File: src/sv/rgb_framebuffer_draw_engine_macros.svh
// Assertion helpers for the draw engine.
`ifndef RGB_FRAMEBUFFER_DRAW_ENGINE_MACROS_SVH
`define RGB_FRAMEBUFFER_DRAW_ENGINE_MACROS_SVH

// Same-cycle implication, disabled while reset is asserted.
`define RFDE_ASSERT_NOW(label, clk, rst_n, ante, cons) \
  label: assert property (@(posedge clk) disable iff (!rst_n) (ante) |-> (cons)) \
    else $error("draw engine assertion failed");

// Next-cycle implication, disabled while reset is asserted.
`define RFDE_ASSERT_NEXT(label, clk, rst_n, ante, cons) \
  label: assert property (@(posedge clk) disable iff (!rst_n) (ante) |=> (cons)) \
    else $error("draw engine assertion failed");

`endif

File: src/sv/rgbfb_pkg.sv
package rgbfb_pkg;

  localparam int unsigned CHAN_W   = 20;
  localparam int unsigned COLOR_W  = 8;
  localparam int unsigned FACT_W   = 9;
  localparam int unsigned PROD_W   = CHAN_W + FACT_W;
  localparam int unsigned NUM_CHAN = 3;
  localparam int unsigned KIND_W   = 3;
  localparam int unsigned COORD_W  = 3;

  localparam logic [CHAN_W-1:0] CHAN_MAX = {CHAN_W{1'b1}};

  // Command kinds
  localparam logic [KIND_W-1:0] KIND_SET   = 3'd0;
  localparam logic [KIND_W-1:0] KIND_ADD   = 3'd1;
  localparam logic [KIND_W-1:0] KIND_DIM   = 3'd2;
  localparam logic [KIND_W-1:0] KIND_SCALE = 3'd3;
  localparam logic [KIND_W-1:0] KIND_FLUSH = 3'd4;

  typedef logic [CHAN_W-1:0] chan_t;
  typedef logic [NUM_CHAN-1:0][CHAN_W-1:0] word_t;

  typedef struct packed {
    logic [KIND_W-1:0]  kind;
    logic signed [7:0]  x_pos;
    logic signed [7:0]  y_pos;
    logic [COLOR_W-1:0] red_in;
    logic [COLOR_W-1:0] green_in;
    logic [COLOR_W-1:0] blue_in;
    logic [FACT_W-1:0]  factor;
  } cmd_t;

  typedef struct packed {
    logic [COORD_W-1:0] x_out;
    logic [COORD_W-1:0] y_out;
    logic [7:0]         red_out;
    logic [7:0]         green_out;
    logic [7:0]         blue_out;
    logic               last_pixel;
  } pix_t;

  typedef struct packed {
    logic [KIND_W-1:0] kind;
    logic              mul_en;
  } alu_ctl_t;

endpackage

File: src/sv/rgbfb_chan_alu.sv
// Shared channel unit: one registered multiply, then align, add, saturate or round.
module rgbfb_chan_alu #(
  parameter int unsigned FRACTION_BITS = 8
) (
  input  logic                                  clk_i,
  input  rgbfb_pkg::alu_ctl_t                   ctl_i,
  input  logic [rgbfb_pkg::CHAN_W-1:0]          oper_i,
  input  logic [rgbfb_pkg::FACT_W-1:0]          factor_i,
  input  logic [rgbfb_pkg::CHAN_W-1:0]          old_i,
  output logic [rgbfb_pkg::CHAN_W-1:0]          res_o
);

  localparam int unsigned CW    = rgbfb_pkg::CHAN_W;
  localparam int unsigned PW    = rgbfb_pkg::PROD_W;
  localparam int unsigned SHL   = (FRACTION_BITS >= 8) ? FRACTION_BITS - 8 : 0;
  localparam int unsigned SHR   = (FRACTION_BITS >= 8) ? 0 : 8 - FRACTION_BITS;
  localparam int unsigned ALN_W = PW + SHL;
  localparam logic [CW:0] HALF  = (CW+1)'(1) << (FRACTION_BITS - 1);

  logic [PW-1:0]    prod_q;
  logic [ALN_W-1:0] aligned;
  logic [CW-1:0]    term;
  logic [CW:0]      sum;
  logic [CW-1:0]    scaled;
  logic [PW-9:0]    shifted;
  logic [CW:0]      rnd;
  logic [CW:0]      rnd_sh;
  logic [7:0]       byte_val;

  // Multiply stage
  always_ff @(posedge clk_i) begin
    if (ctl_i.mul_en) begin
      prod_q <= PW'(oper_i) * PW'(factor_i);
    end
  end

  // Align the color term to the channel format and saturate; also form the sum, scaled and rounded values
  always_comb begin
    aligned = (ALN_W'(prod_q) << SHL) >> SHR;
    term    = (|aligned[ALN_W-1:CW]) ? rgbfb_pkg::CHAN_MAX : aligned[CW-1:0];
    sum     = {1'b0, old_i} + {1'b0, term};
    shifted = prod_q[PW-1:8];
    scaled  = (|shifted[PW-9:CW]) ? rgbfb_pkg::CHAN_MAX : shifted[CW-1:0];
    rnd     = {1'b0, old_i} + HALF;
    rnd_sh  = rnd >> FRACTION_BITS;
    byte_val = (|rnd_sh[CW:8]) ? 8'hFF : rnd_sh[7:0];
  end

  // Select the result for the command kind
  always_comb begin
    unique case (ctl_i.kind) inside
      rgbfb_pkg::KIND_SET:   res_o = term;
      rgbfb_pkg::KIND_ADD:   res_o = sum[CW] ? rgbfb_pkg::CHAN_MAX : sum[CW-1:0];
      rgbfb_pkg::KIND_DIM, rgbfb_pkg::KIND_SCALE: res_o = scaled;
      rgbfb_pkg::KIND_FLUSH: res_o = CW'(byte_val);
      default:               res_o = old_i;
    endcase
  end

endmodule

File: src/sv/rgb_framebuffer_draw_engine.sv
// Channel | Direction | Handshake                 | Payload
// in      | input     | in_valid_i / in_ready_o   | in_item_i  (rgbfb_pkg::cmd_t)
// out     | output    | out_valid_o / out_ready_i | out_item_o (rgbfb_pkg::pix_t)
//
// Each pixel visit is a frame store read, a multiply and a combine step per channel
// through one shared unit, then a write (or output load on flush).
// Set, add and dim visit one pixel; scale-all and flush visit every pixel in turn;
// off-panel and unused kinds end in the accept cycle. Ready only in idle.
// Reset clears every pixel at once through per-pixel valid bits.
// A flush stalls on a pixel while the output register still holds an untaken item.
`include "rgb_framebuffer_draw_engine_macros.svh"

module rgb_framebuffer_draw_engine #(
  parameter int unsigned PANEL_WIDTH   = 8,
  parameter int unsigned PANEL_HEIGHT  = 8,
  parameter int unsigned FRACTION_BITS = 8
) (
  input  logic                clk_i,
  input  logic                rst_ni,
  input  logic                in_valid_i,
  output logic                in_ready_o,
  input  rgbfb_pkg::cmd_t     in_item_i,
  output logic                out_valid_o,
  input  logic                out_ready_i,
  output rgbfb_pkg::pix_t     out_item_o
);

  localparam int unsigned PIXELS = PANEL_WIDTH * PANEL_HEIGHT;
  localparam int unsigned AW     = (PIXELS > 1) ? $clog2(PIXELS) : 1;
  localparam int unsigned CW     = rgbfb_pkg::CHAN_W;
  localparam int unsigned XYW    = rgbfb_pkg::COORD_W;
  localparam logic [AW-1:0]  LAST_ADDR = AW'(PIXELS - 1);
  localparam logic [XYW-1:0] LAST_X    = XYW'(PANEL_WIDTH - 1);
  localparam logic [XYW-1:0] LAST_Y    = XYW'(PANEL_HEIGHT - 1);

  localparam logic [2:0] S_IDLE  = 3'd0;
  localparam logic [2:0] S_READ  = 3'd1;
  localparam logic [2:0] S_MUL   = 3'd2;
  localparam logic [2:0] S_ACC   = 3'd3;
  localparam logic [2:0] S_WRITE = 3'd4;
  localparam logic [2:0] S_EMIT  = 3'd5;

  logic [2:0]           state_q, state_d;
  rgbfb_pkg::cmd_t      cmd_q;
  logic [AW-1:0]        addr_q;
  logic [XYW-1:0]       x_q, y_q;
  logic [1:0]           chan_q;
  rgbfb_pkg::word_t     res_q;
  rgbfb_pkg::word_t     rd_q;
  logic                 rd_vld_q;
  logic [PIXELS-1:0]    vld_q;
  rgbfb_pkg::word_t     mem [PIXELS];
  logic                 out_valid_q;
  rgbfb_pkg::pix_t      out_q;

  logic                 accept;
  logic                 x_ok, y_ok;
  logic [AW-1:0]        cmd_addr;
  logic                 mem_we;
  logic                 is_last;
  logic                 out_free;
  logic                 load_out;
  rgbfb_pkg::alu_ctl_t  alu_ctl;
  logic [CW-1:0]        old_chan;
  logic [CW-1:0]        alu_oper;
  logic [CW-1:0]        alu_res;
  logic [rgbfb_pkg::COLOR_W-1:0] color;
  logic                 is_flush;
  logic                 last_corner;
  logic                 chan_end;
  logic                 pix_end;

  assign in_ready_o  = (state_q == S_IDLE);
  assign accept      = in_valid_i && in_ready_o;
  assign out_valid_o = out_valid_q;
  assign out_item_o  = out_q;

  // Decode the target pixel of a single-pixel command
  assign x_ok     = !in_item_i.x_pos[7] && (in_item_i.x_pos[6:0] < 7'(PANEL_WIDTH));
  assign y_ok     = !in_item_i.y_pos[7] && (in_item_i.y_pos[6:0] < 7'(PANEL_HEIGHT));
  assign cmd_addr = AW'(int'(in_item_i.y_pos[XYW-1:0]) * PANEL_WIDTH
                        + int'(in_item_i.x_pos[XYW-1:0]));

  assign is_last  = (addr_q == LAST_ADDR);
  assign out_free = !out_valid_q || out_ready_i;
  assign load_out = (state_q == S_EMIT) && out_free;
  assign mem_we   = (state_q == S_WRITE);

  // Feed the shared unit
  always_comb begin
    old_chan = rd_vld_q ? rd_q[chan_q] : '0;
    case (chan_q)
      2'd0:    color = cmd_q.red_in;
      2'd1:    color = cmd_q.green_in;
      default: color = cmd_q.blue_in;
    endcase
    if (cmd_q.kind == rgbfb_pkg::KIND_SET || cmd_q.kind == rgbfb_pkg::KIND_ADD) begin
      alu_oper = CW'(color);
    end else begin
      alu_oper = old_chan;
    end
    alu_ctl.kind   = cmd_q.kind;
    alu_ctl.mul_en = (state_q == S_MUL);
  end

  rgbfb_chan_alu #(
    .FRACTION_BITS(FRACTION_BITS)
  ) u_alu (
    .clk_i   (clk_i),
    .ctl_i   (alu_ctl),
    .oper_i  (alu_oper),
    .factor_i(cmd_q.factor),
    .old_i   (old_chan),
    .res_o   (alu_res)
  );

  // Sequence the pixel visits
  always_comb begin
    state_d = state_q;
    unique case (state_q)
      S_IDLE: begin
        if (accept) begin
          unique case (in_item_i.kind) inside
            rgbfb_pkg::KIND_SET, rgbfb_pkg::KIND_ADD, rgbfb_pkg::KIND_DIM:
              state_d = (x_ok && y_ok) ? S_READ : S_IDLE;
            rgbfb_pkg::KIND_SCALE, rgbfb_pkg::KIND_FLUSH:
              state_d = S_READ;
            default:
              state_d = S_IDLE;
          endcase
        end
      end
      S_READ:  state_d = S_MUL;
      S_MUL:   state_d = S_ACC;
      S_ACC: begin
        if (chan_q == 2'd2) begin
          state_d = (cmd_q.kind == rgbfb_pkg::KIND_FLUSH) ? S_EMIT : S_WRITE;
        end else begin
          state_d = S_MUL;
        end
      end
      S_WRITE: begin
        state_d = (cmd_q.kind == rgbfb_pkg::KIND_SCALE && !is_last) ? S_READ : S_IDLE;
      end
      S_EMIT: begin
        if (out_free) begin
          state_d = is_last ? S_IDLE : S_READ;
        end
      end
      default: state_d = S_IDLE;
    endcase
  end

  always_ff @(posedge clk_i or negedge rst_ni) begin
    if (!rst_ni) begin
      state_q <= S_IDLE;
    end else begin
      state_q <= state_d;
    end
  end

  // Walk the pixel address, coordinates and channel index
  always_ff @(posedge clk_i or negedge rst_ni) begin
    if (!rst_ni) begin
      addr_q <= '0;
      x_q    <= '0;
      y_q    <= '0;
      chan_q <= '0;
    end else begin
      if (accept) begin
        addr_q <= (in_item_i.kind == rgbfb_pkg::KIND_SCALE ||
                   in_item_i.kind == rgbfb_pkg::KIND_FLUSH) ? '0 : cmd_addr;
        x_q    <= '0;
        y_q    <= '0;
      end else if ((mem_we || load_out) && !is_last) begin
        addr_q <= addr_q + AW'(1);
        if (x_q == LAST_X) begin
          x_q <= '0;
          y_q <= y_q + XYW'(1);
        end else begin
          x_q <= x_q + XYW'(1);
        end
      end
      if (state_q == S_READ) begin
        chan_q <= '0;
      end else if (state_q == S_ACC) begin
        chan_q <= chan_q + 2'd1;
      end
    end
  end

  // Latch the command payload and channel results
  always_ff @(posedge clk_i) begin
    if (accept) begin
      cmd_q <= in_item_i;
    end
    if (state_q == S_ACC) begin
      res_q[chan_q] <= alu_res;
    end
  end

  // Frame store: one write port, registered read
  always_ff @(posedge clk_i) begin
    if (mem_we) begin
      mem[addr_q] <= res_q;
    end
    rd_q <= mem[addr_q];
  end

  // Mark written pixels; an unmarked pixel reads as black
  always_ff @(posedge clk_i or negedge rst_ni) begin
    if (!rst_ni) begin
      vld_q    <= '0;
      rd_vld_q <= 1'b0;
    end else begin
      if (mem_we) begin
        vld_q[addr_q] <= 1'b1;
      end
      rd_vld_q <= vld_q[addr_q];
    end
  end

  // Output register
  always_ff @(posedge clk_i or negedge rst_ni) begin
    if (!rst_ni) begin
      out_valid_q <= 1'b0;
    end else if (load_out) begin
      out_valid_q <= 1'b1;
    end else if (out_ready_i) begin
      out_valid_q <= 1'b0;
    end
  end

  always_ff @(posedge clk_i) begin
    if (load_out) begin
      out_q.x_out      <= x_q;
      out_q.y_out      <= y_q;
      out_q.red_out    <= res_q[0][7:0];
      out_q.green_out  <= res_q[1][7:0];
      out_q.blue_out   <= res_q[2][7:0];
      out_q.last_pixel <= is_last;
    end
  end

  // Checks
  assign is_flush    = (cmd_q.kind == rgbfb_pkg::KIND_FLUSH);
  assign last_corner = (out_q.x_out == LAST_X) && (out_q.y_out == LAST_Y);
  assign chan_end    = (state_q == S_ACC) && (chan_q == 2'd2);
  assign pix_end     = (state_q == S_WRITE) || (state_q == S_EMIT);

  `RFDE_ASSERT_NOW(a_emit_only_flush, clk_i, rst_ni, state_q == S_EMIT, is_flush)
  `RFDE_ASSERT_NOW(a_no_write_on_flush, clk_i, rst_ni, mem_we, !is_flush)
  `RFDE_ASSERT_NOW(a_last_at_corner, clk_i, rst_ni, out_valid_q && out_q.last_pixel, last_corner)
  `RFDE_ASSERT_NEXT(a_chan_wraps, clk_i, rst_ni, chan_end, pix_end)

endmodule
File: config.mk
export PLATFORM = sky130hd
export DESIGN_NAME = rgb_framebuffer_draw_engine
export DESIGN_NICKNAME = d
export VERILOG_FILES = /design/src/sv/rgbfb_pkg.sv /design/src/sv/rgbfb_chan_alu.sv /design/src/sv/rgb_framebuffer_draw_engine.sv
export VERILOG_INCLUDE_DIRS = /design/src /design/src/sv
export SDC_FILE = /design/constraint.sdc
export NUM_CORES = 2
export LEC_CHECK = 0
export ABC_AREA = 1
export BUFFER_PORTS_ARGS = -buffer_cell sky130_fd_sc_hd__buf_2
export CAP_MARGIN = 20
export CELL_PAD_IN_SITES_DETAIL_PLACEMENT = 1
export CELL_PAD_IN_SITES_GLOBAL_PLACEMENT = 1
export CORE_ASPECT_RATIO = 1.1
export CORE_MARGIN = 3
export CORE_UTILIZATION = 50
export DETAILED_ROUTE_END_ITERATION = 12
export HOLD_SLACK_MARGIN = 0.1
export PLACE_DENSITY_LB_ADDON = 0.1
export SYNTH_ARGS = -nofsm -noshare
export SYNTH_HDL_FRONTEND = slang
export SYNTH_SLANG_ARGS = --single-unit
File: constraint.sdc
create_clock -name clk_i -period 7.6 [get_ports clk_i]
set_clock_uncertainty 0.05 [all_clocks]
set_input_delay 1.14 -clock clk_i [delete_from_list [all_inputs] [get_ports clk_i]]
set_output_delay 1.14 -clock clk_i [all_outputs]
set_load 0.01 [all_outputs]
After elaboration in Yosys (flattened, before gate mapping)
Memories as Yosys holds them, arrays and structs flattened. A register that Yosys moved wholly into a read port is not among the register bits.
Index checks and enable logic that the tools add are counted.
{"block": "word_totals", "regBits": 239, "mem_bits_rw": 3840, "input_bits": 56, "wordCells": 131, "mem_count": 1}
{"block": "op_classes", "n_addsub": 7, "multipliers": 1, "magnitude_cmp": 6, "eq_ne": 19, "mux": 41, "n_bitwise": 1, "reduce_logical": 32}
{"memory": "mem", "words": 64, "word_bits": 60, "read_ports": 1, "rd_clocked_by_memory_dff": 1, "write_ports": 1, "line": "rgb_framebuffer_draw_engine.sv:52", "source": "rgbfb_pkg::word_t mem [PIXELS];"}
{"cell": "$mux W20", "n": 7}
{"cell": "$pmux W20 S4", "n": 1}
{"cell": "$or A64 B64 Y64", "n": 1}
{"cell": "$bwmux W60", "n": 1}
{"cell": "$bmux W20 S2", "n": 1}
{"cell": "$demux W20 S2", "n": 1}
{"cell": "$mul A20 B9 Y29", "n": 1}
{"cell": "$mux W3", "n": 9}
{"cell": "$add A20 B20 Y21", "n": 1}
{"cell": "$add A20 B8 Y21 const B", "n": 1}
{"cell": "$eq A3 B2 Y1 const B", "n": 6}
{"cell": "$mux W6", "n": 3}
{"cell": "$pmux W3 S6", "n": 1}
{"cell": "$pmux W8 S2", "n": 1}
{"cell": "$eq A3 B3 Y1 const B", "n": 5}
{"cell": "$lt A7 B4 Y1 const B", "n": 2}
{"cell": "$mux W1", "n": 10}
{"cell": "$eq A3 B1 Y1 const B", "n": 3}
{"cell": "$logic_and A1 B1 Y1", "n": 9}
{"cell": "$logic_not A3 Y1", "n": 3}
{"cell": "$reduce_or A9 Y1", "n": 1}
{"cell": "$mux W8", "n": 1}
{"cell": "$reduce_bool A2 Y1", "n": 4}
{"cell": "$lt A6 B7 Y1 const B", "n": 1}
{"cell": "other kinds (23)", "n": 33}

Depth between registers and ports, before layout
{"block": "depth", "ltp_word": 8, "ltp_mapped": 31, "ltp_nobuf": 29}

Modules after synthesis
A second synthesis with hierarchy kept.
{"block": "hier_totals", "cells_unflattened": 17906, "area_unflattened_um2": 179653.6}
{"module": "rgb_framebuffer_draw_engine", "instances": 1, "cells_each": 16540, "area_each_um2": 170426.0, "seq_area_each_um2": 122402.4}
{"module": "rgbfb_chan_alu", "instances": 1, "cells_each": 1366, "area_each_um2": 9227.6, "seq_area_each_um2": 870.8}

Worst setup path after synthesis
No wires, ideal clock.
{"block": "synth_path", "kind": "reg-to-reg", "start": "register chan_q[0]", "end": "register u_alu.prod_q[24], in the netlist u_alu.aligned[24], data pin", "setup_ns": 0.252, "t_arrival_ns": 5.543, "required_time_ns": 7.298, "setup_slack_ns": 1.755, "stages_incl_launch_ff": 29, "path_buffers": 3, "period_less_slack_ns": 5.845, "cell_sequence": "dfrtp_1 inv_2 buf_6 buf_6 ha_1 clkbuf_1 nor2_1 inv_1 o211ai_1 nand2_1 inv_1 nor2_1 fa_1 fa_1 fa_1 inv_1 fa_1 inv_1 ha_1 a21oi_1 o21ai_0 a21oi_1 o21ai_1 a21boi_0 o21bai_1 nand2_1 nand2_1 nand2_1 nand2_1"}
{"block": "synth_between", "elab_chain_cells": 5, "elab_cells_between_ends": 8}
{"element": "from (decl)", "line": "rgb_framebuffer_draw_engine.sv:47", "source": "logic [1:0] chan_q;"}
{"element": "from (signal assigned)", "line": "rgb_framebuffer_draw_engine.sv:187", "source": "chan_q <= chan_q + 2'd1;"}
{"element": "$bmux W20 S2", "line": "rgb_framebuffer_draw_engine.sv:91", "source": "old_chan = rd_vld_q ? rd_q[chan_q] : '0;"}
{"element": "$mux W20 (implied by the code)", "line": "rgb_framebuffer_draw_engine.sv:91"}
{"element": "$mux W20", "line": "rgb_framebuffer_draw_engine.sv:91"}
{"element": "$mux W20 (*)", "line": "rgb_framebuffer_draw_engine.sv:97", "source": "if (cmd_q.kind == rgbfb_pkg::KIND_SET || cmd_q.kind == rgbfb_pkg::KIND_ADD) begin"}
{"element": "$mul A20 B9 Y29 (*)", "line": "rgbfb_chan_alu.sv:33", "source": "prod_q <= PW'(oper_i) * PW'(factor_i);"}
{"element": "to (signal assigned)", "line": "rgbfb_chan_alu.sv:33"}
{"element": "to (decl)", "line": "rgbfb_chan_alu.sv:20", "source": "logic [PW-1:0] prod_q;"}
Mark *: on every way between the ends. The rest lies on a longest branch, timed or not. The select of a mux whose other input is x is not followed.
A chain may end at the register's enable or synchronous reset.

Worst setup path in the final report
{"block": "layout_path", "start": "register chan_q[0]", "end": "register u_alu.prod_q[23], in the netlist u_alu.aligned[23], data pin"}
Same word-level chain as after synthesis.

==> impl_metrics.tcl <==
set metrics [dict create \
    grt_pass1_vias 104800 \
    clk_pin_slew_ns 0.07 \
    worst_pin_slew_ns 1.251 \
    syn_inst 10900 \
    initialDrtViolationCount 15640 \
    cts_num_sinks 4139 \
    rr_worst_depth 23 \
    routedWlPerCell_um 38.20 \
    final_common_cell "edfxtp_1" \
    period_share 0.9182 \
    pwr_density_cell_nw_per_um2 355.2 \
    grt_max_degree 118 \
    numCtsBuffers 415 \
    cp-endpoint "u_alu.aligned[23]" \
    overflow 0 \
    layout_common_cells "edfxtp_1 (3996), nand2_1 (2593), inv_1 (568)" \
    crit_path_start "chan_q[0]" \
    cts_tree "done" \
    h-tree-depth 5 \
    ys_warn_count 0 \
    ios 89 \
    required_ns 8.29 \
    placementRows 217 \
    first_pass_iters 8 \
    fillers 29670 \
    dp_hpwl_um 333700 \
    rsz0062_at_grt "no" \
    arrival_ns 7.67 \
    grt_usage 0.3648 \
    place_ws_ns 0.5561 \
    hold_class "input pin to flop" \
    synthesis.nets 11160 \
    coreArea_um2 318200 \
    ant_nets 0 \
    die_h_um 599.5 \
    fin_ws_ns 0.6215 \
    period_minus_slack_ns 6.979 \
    fmaxAchievable_mhz 143.3 \
    synth-main-ff-cell "edfxtp_1" \
    drive_gt1_frac 0.1053 \
    vdd_ir_drop_max_v 0.0002781 \
    vias 104500 \
    synth_area_um2 160100 \
    synth_cell_types 64 \
    outcome "completed" \
    rrSetupSlack_ns 0.62 \
    end_kind "flop" \
    die_w_um 545.5 \
    finalNetCount 11490 \
    io_buffers 88 \
    max-cap-violations 0 \
    drc 0 \
    worst-setup-path-type "flop to flop" \
    rr_endpoint "u_alu.aligned[23]" \
    setup_violations 0 \
    timing.rr.start "chan_q[0]" \
    setup_tns_ns 0 \
    grt_pass1_wl_um 834000 \
    crit_path_max_fanout 25 \
    syn_avg_cell_area_um2 14.69 \
    async_flop_share 0.02005 \
    cts_setup_buffers 0 \
    clockRootBuffer "clkbuf_16" \
    hold_viol 0 \
    die-area_um2 327000 \
    finalPower_uw 64160 \
    yosysSeqAreaShare 0.7700 \
    antenna_found_initial 49 \
    routed_wl_um 605900 \
    crit_path_start_kind "flop" \
    routabilityCongestion 0.8890 \
    clk_path_buf_depth 4 \
    area_growth_pct 12.83 \
    p_leak_uw 0.06178 \
    slew_headroom 0.1658 \
    final_max_slew_viol_count 0 \
    synth_edf_count 3996 \
    clock_latency_ns 1.00 \
    ys_ff_latch 4139 \
    viasPerCell 6.592 \
    start_util 0.5031 \
]
-- synth_stat cells, drive strengths merged, types with 5 or more instances --
| master | n | share of area |
|---|---|---|
| a22o | 180 | 0.0098 |
| o2111a | 10 | 0.00070 |
| a221oi | 306 | 0.019 |
| clkbuf | 146 | 0.0034 |
| nor3 | 21 | 0.00072 |
| o221ai | 8 | 0.00044 |
| a31oi | 9 | 0.00035 |
| nor4 | 5 | 0.00020 |
| o2bb2ai | 27 | 0.0015 |
| nor2 | 426 | 0.010 |
| nand3 | 163 | 0.0055 |
| a22oi | 563 | 0.026 |
| o21ai | 233 | 0.0073 |
| edfxtp | 3996 | 0.75 |
| nand4 | 442 | 0.017 |
| and3 | 32 | 0.0013 |
| o22ai | 17 | 0.00066 |
| clkinv | 5 | 0.00012 |
| o31ai | 23 | 0.0011 |
| nand2 | 2599 | 0.061 |
| xnor2 | 12 | 0.00066 |
| xor2 | 28 | 0.0015 |
| dfxtp | 60 | 0.0075 |
| fa | 128 | 0.016 |
| o2111ai | 21 | 0.0011 |
| dfrtp | 83 | 0.013 |
| a211oi | 8 | 0.00038 |
| o211ai | 8 | 0.00038 |
| inv | 582 | 0.014 |
| buf | 386 | 0.013 |
| ha | 77 | 0.0060 |
| or2 | 50 | 0.0020 |
| a21oi | 213 | 0.0067 |
-- flip-flops by register name, indices dropped and copies added (netlist names) --
| signal | cells |
|---|---|
| rd_q | 60 |
| addr_q | 6 |
| cmd_q | 33 |
| mem | 3840 |
| chan_q | 2 |
| y_q | 3 |
| out_item_o | 31 |
| u_alu.aligned | 29 |
| vld_q | 64 |
| out_valid_o | 1 |
| rd_vld_q | 1 |
| alu_ctl | 3 |
| res_q | 60 |
| x_q | 3 |
| state_q | 3 |
-- metal layers --
metal	share of wire	global-route usage	up-vias	routed length [um]
met5	0.00021	0	-	128
met4	0.052	0.1632	18	31690
met3	0.11	0.07101	1447	66980
met2	0.46	0.5788	6767	280700
met1	0.37	0.4929	55100	226400
li1	-	-	41220	-
-- per-stage QoR --
step	hold slack, ns	util	cells	area (um^2)
final	0.2813	0.5676	15860	180600
after detailed placement	0.3903	0.5261	15080	167400
after floorplan	0.3744	-	10900	160100
after CTS	0.2206	0.5674	15840	180600
after global routing	0.2530	0.5675	15840	180600
after global placement	0.3858	0.5257	15070	167300
-- report_power, final --
group | internal (uW) | switching, uW
clock network | 11300 | 8980
registers | 26200 | 429
logic | 4150 | 13100
total | 41600 | 22500
-- worst min-delay path by stage --
stage / start / endpoint / slack (ns) / cells past startpoint
2_1_floorplan: vld_q[0] / vld_q[0] / 0.37 / 2
3_3_place_gp: vld_q[36] / vld_q[36] / 0.39 / 2
3_5_place_dp: res_q[40] / out_item_o[1] / 0.39 / 0
4_1_cts: in_item_i[4] / cmd_q[4] / 0.22 / 1
5_1_grt: in_item_i[6] / cmd_q[6] / 0.25 / 1
6_report: in_item_i[4] / cmd_q[4] / 0.28 / 1
-- repair_timing --
action / 4_1_cts / 5_1_grt
setup endpoints to repair: 0 / 1
hold buffers: 1 / 0
resized for setup: 0 / 1
hold endpoints to repair: 20 / 0
-- critical path, cell delays in order, from the launching register on --
cell	delay, ns
dfrtp_4	0.64
inv_2	0.26
ha_1	0.42
nor2_1	0.42
inv_1	0.16
o211ai_1	0.22
nand2_1	0.18
inv_1	0.22
nor2_1	0.09
fa_1	0.55
fa_1	0.43
fa_1	0.49
inv_1	0.05
fa_1	0.48
inv_1	0.04
ha_1	0.37
nand2_1	0.12
inv_1	0.09
nand3_1	0.07
o21ai_1	0.36
a31oi_1	0.24
o21ai_0	0.45
a21oi_1	0.15
xnor2_1	0.15
-- logic make-up (layout without fill, tap and decap cells) --
kind of cell	Yosys count	after routing	synth area share
flip-flops	4139	4139	0.7700
AND/OR/NAND/NOR	3741	3741	0.09826
AO/OA/AOI/OAI	1651	1651	0.07699
buffers and inverters	1119	1790	0.03053
adder cells (fa/ha/maj)	205	205	0.02202
XOR/XNOR	40	40	0.002188
other	0	24	0
-- cell type report --
cell class | count | area, um^2 | share of cell area
flip-flops and latches | 4139 | 123300 | 0.6825
clock buffers | 532 | 10920 | 0.06043
diodes | 24 | 60.06 | 0.0003325
repair buffers | 444 | 4011 | 0.02221
inverters | 587 | 2263 | 0.01253
well taps | 4270 | 5343 | 0.02958
multi-input cells | 5637 | 32520 | 0.1800
clock inverters | 227 | 2237 | 0.01239
Power figures use the tool's default switching activity.
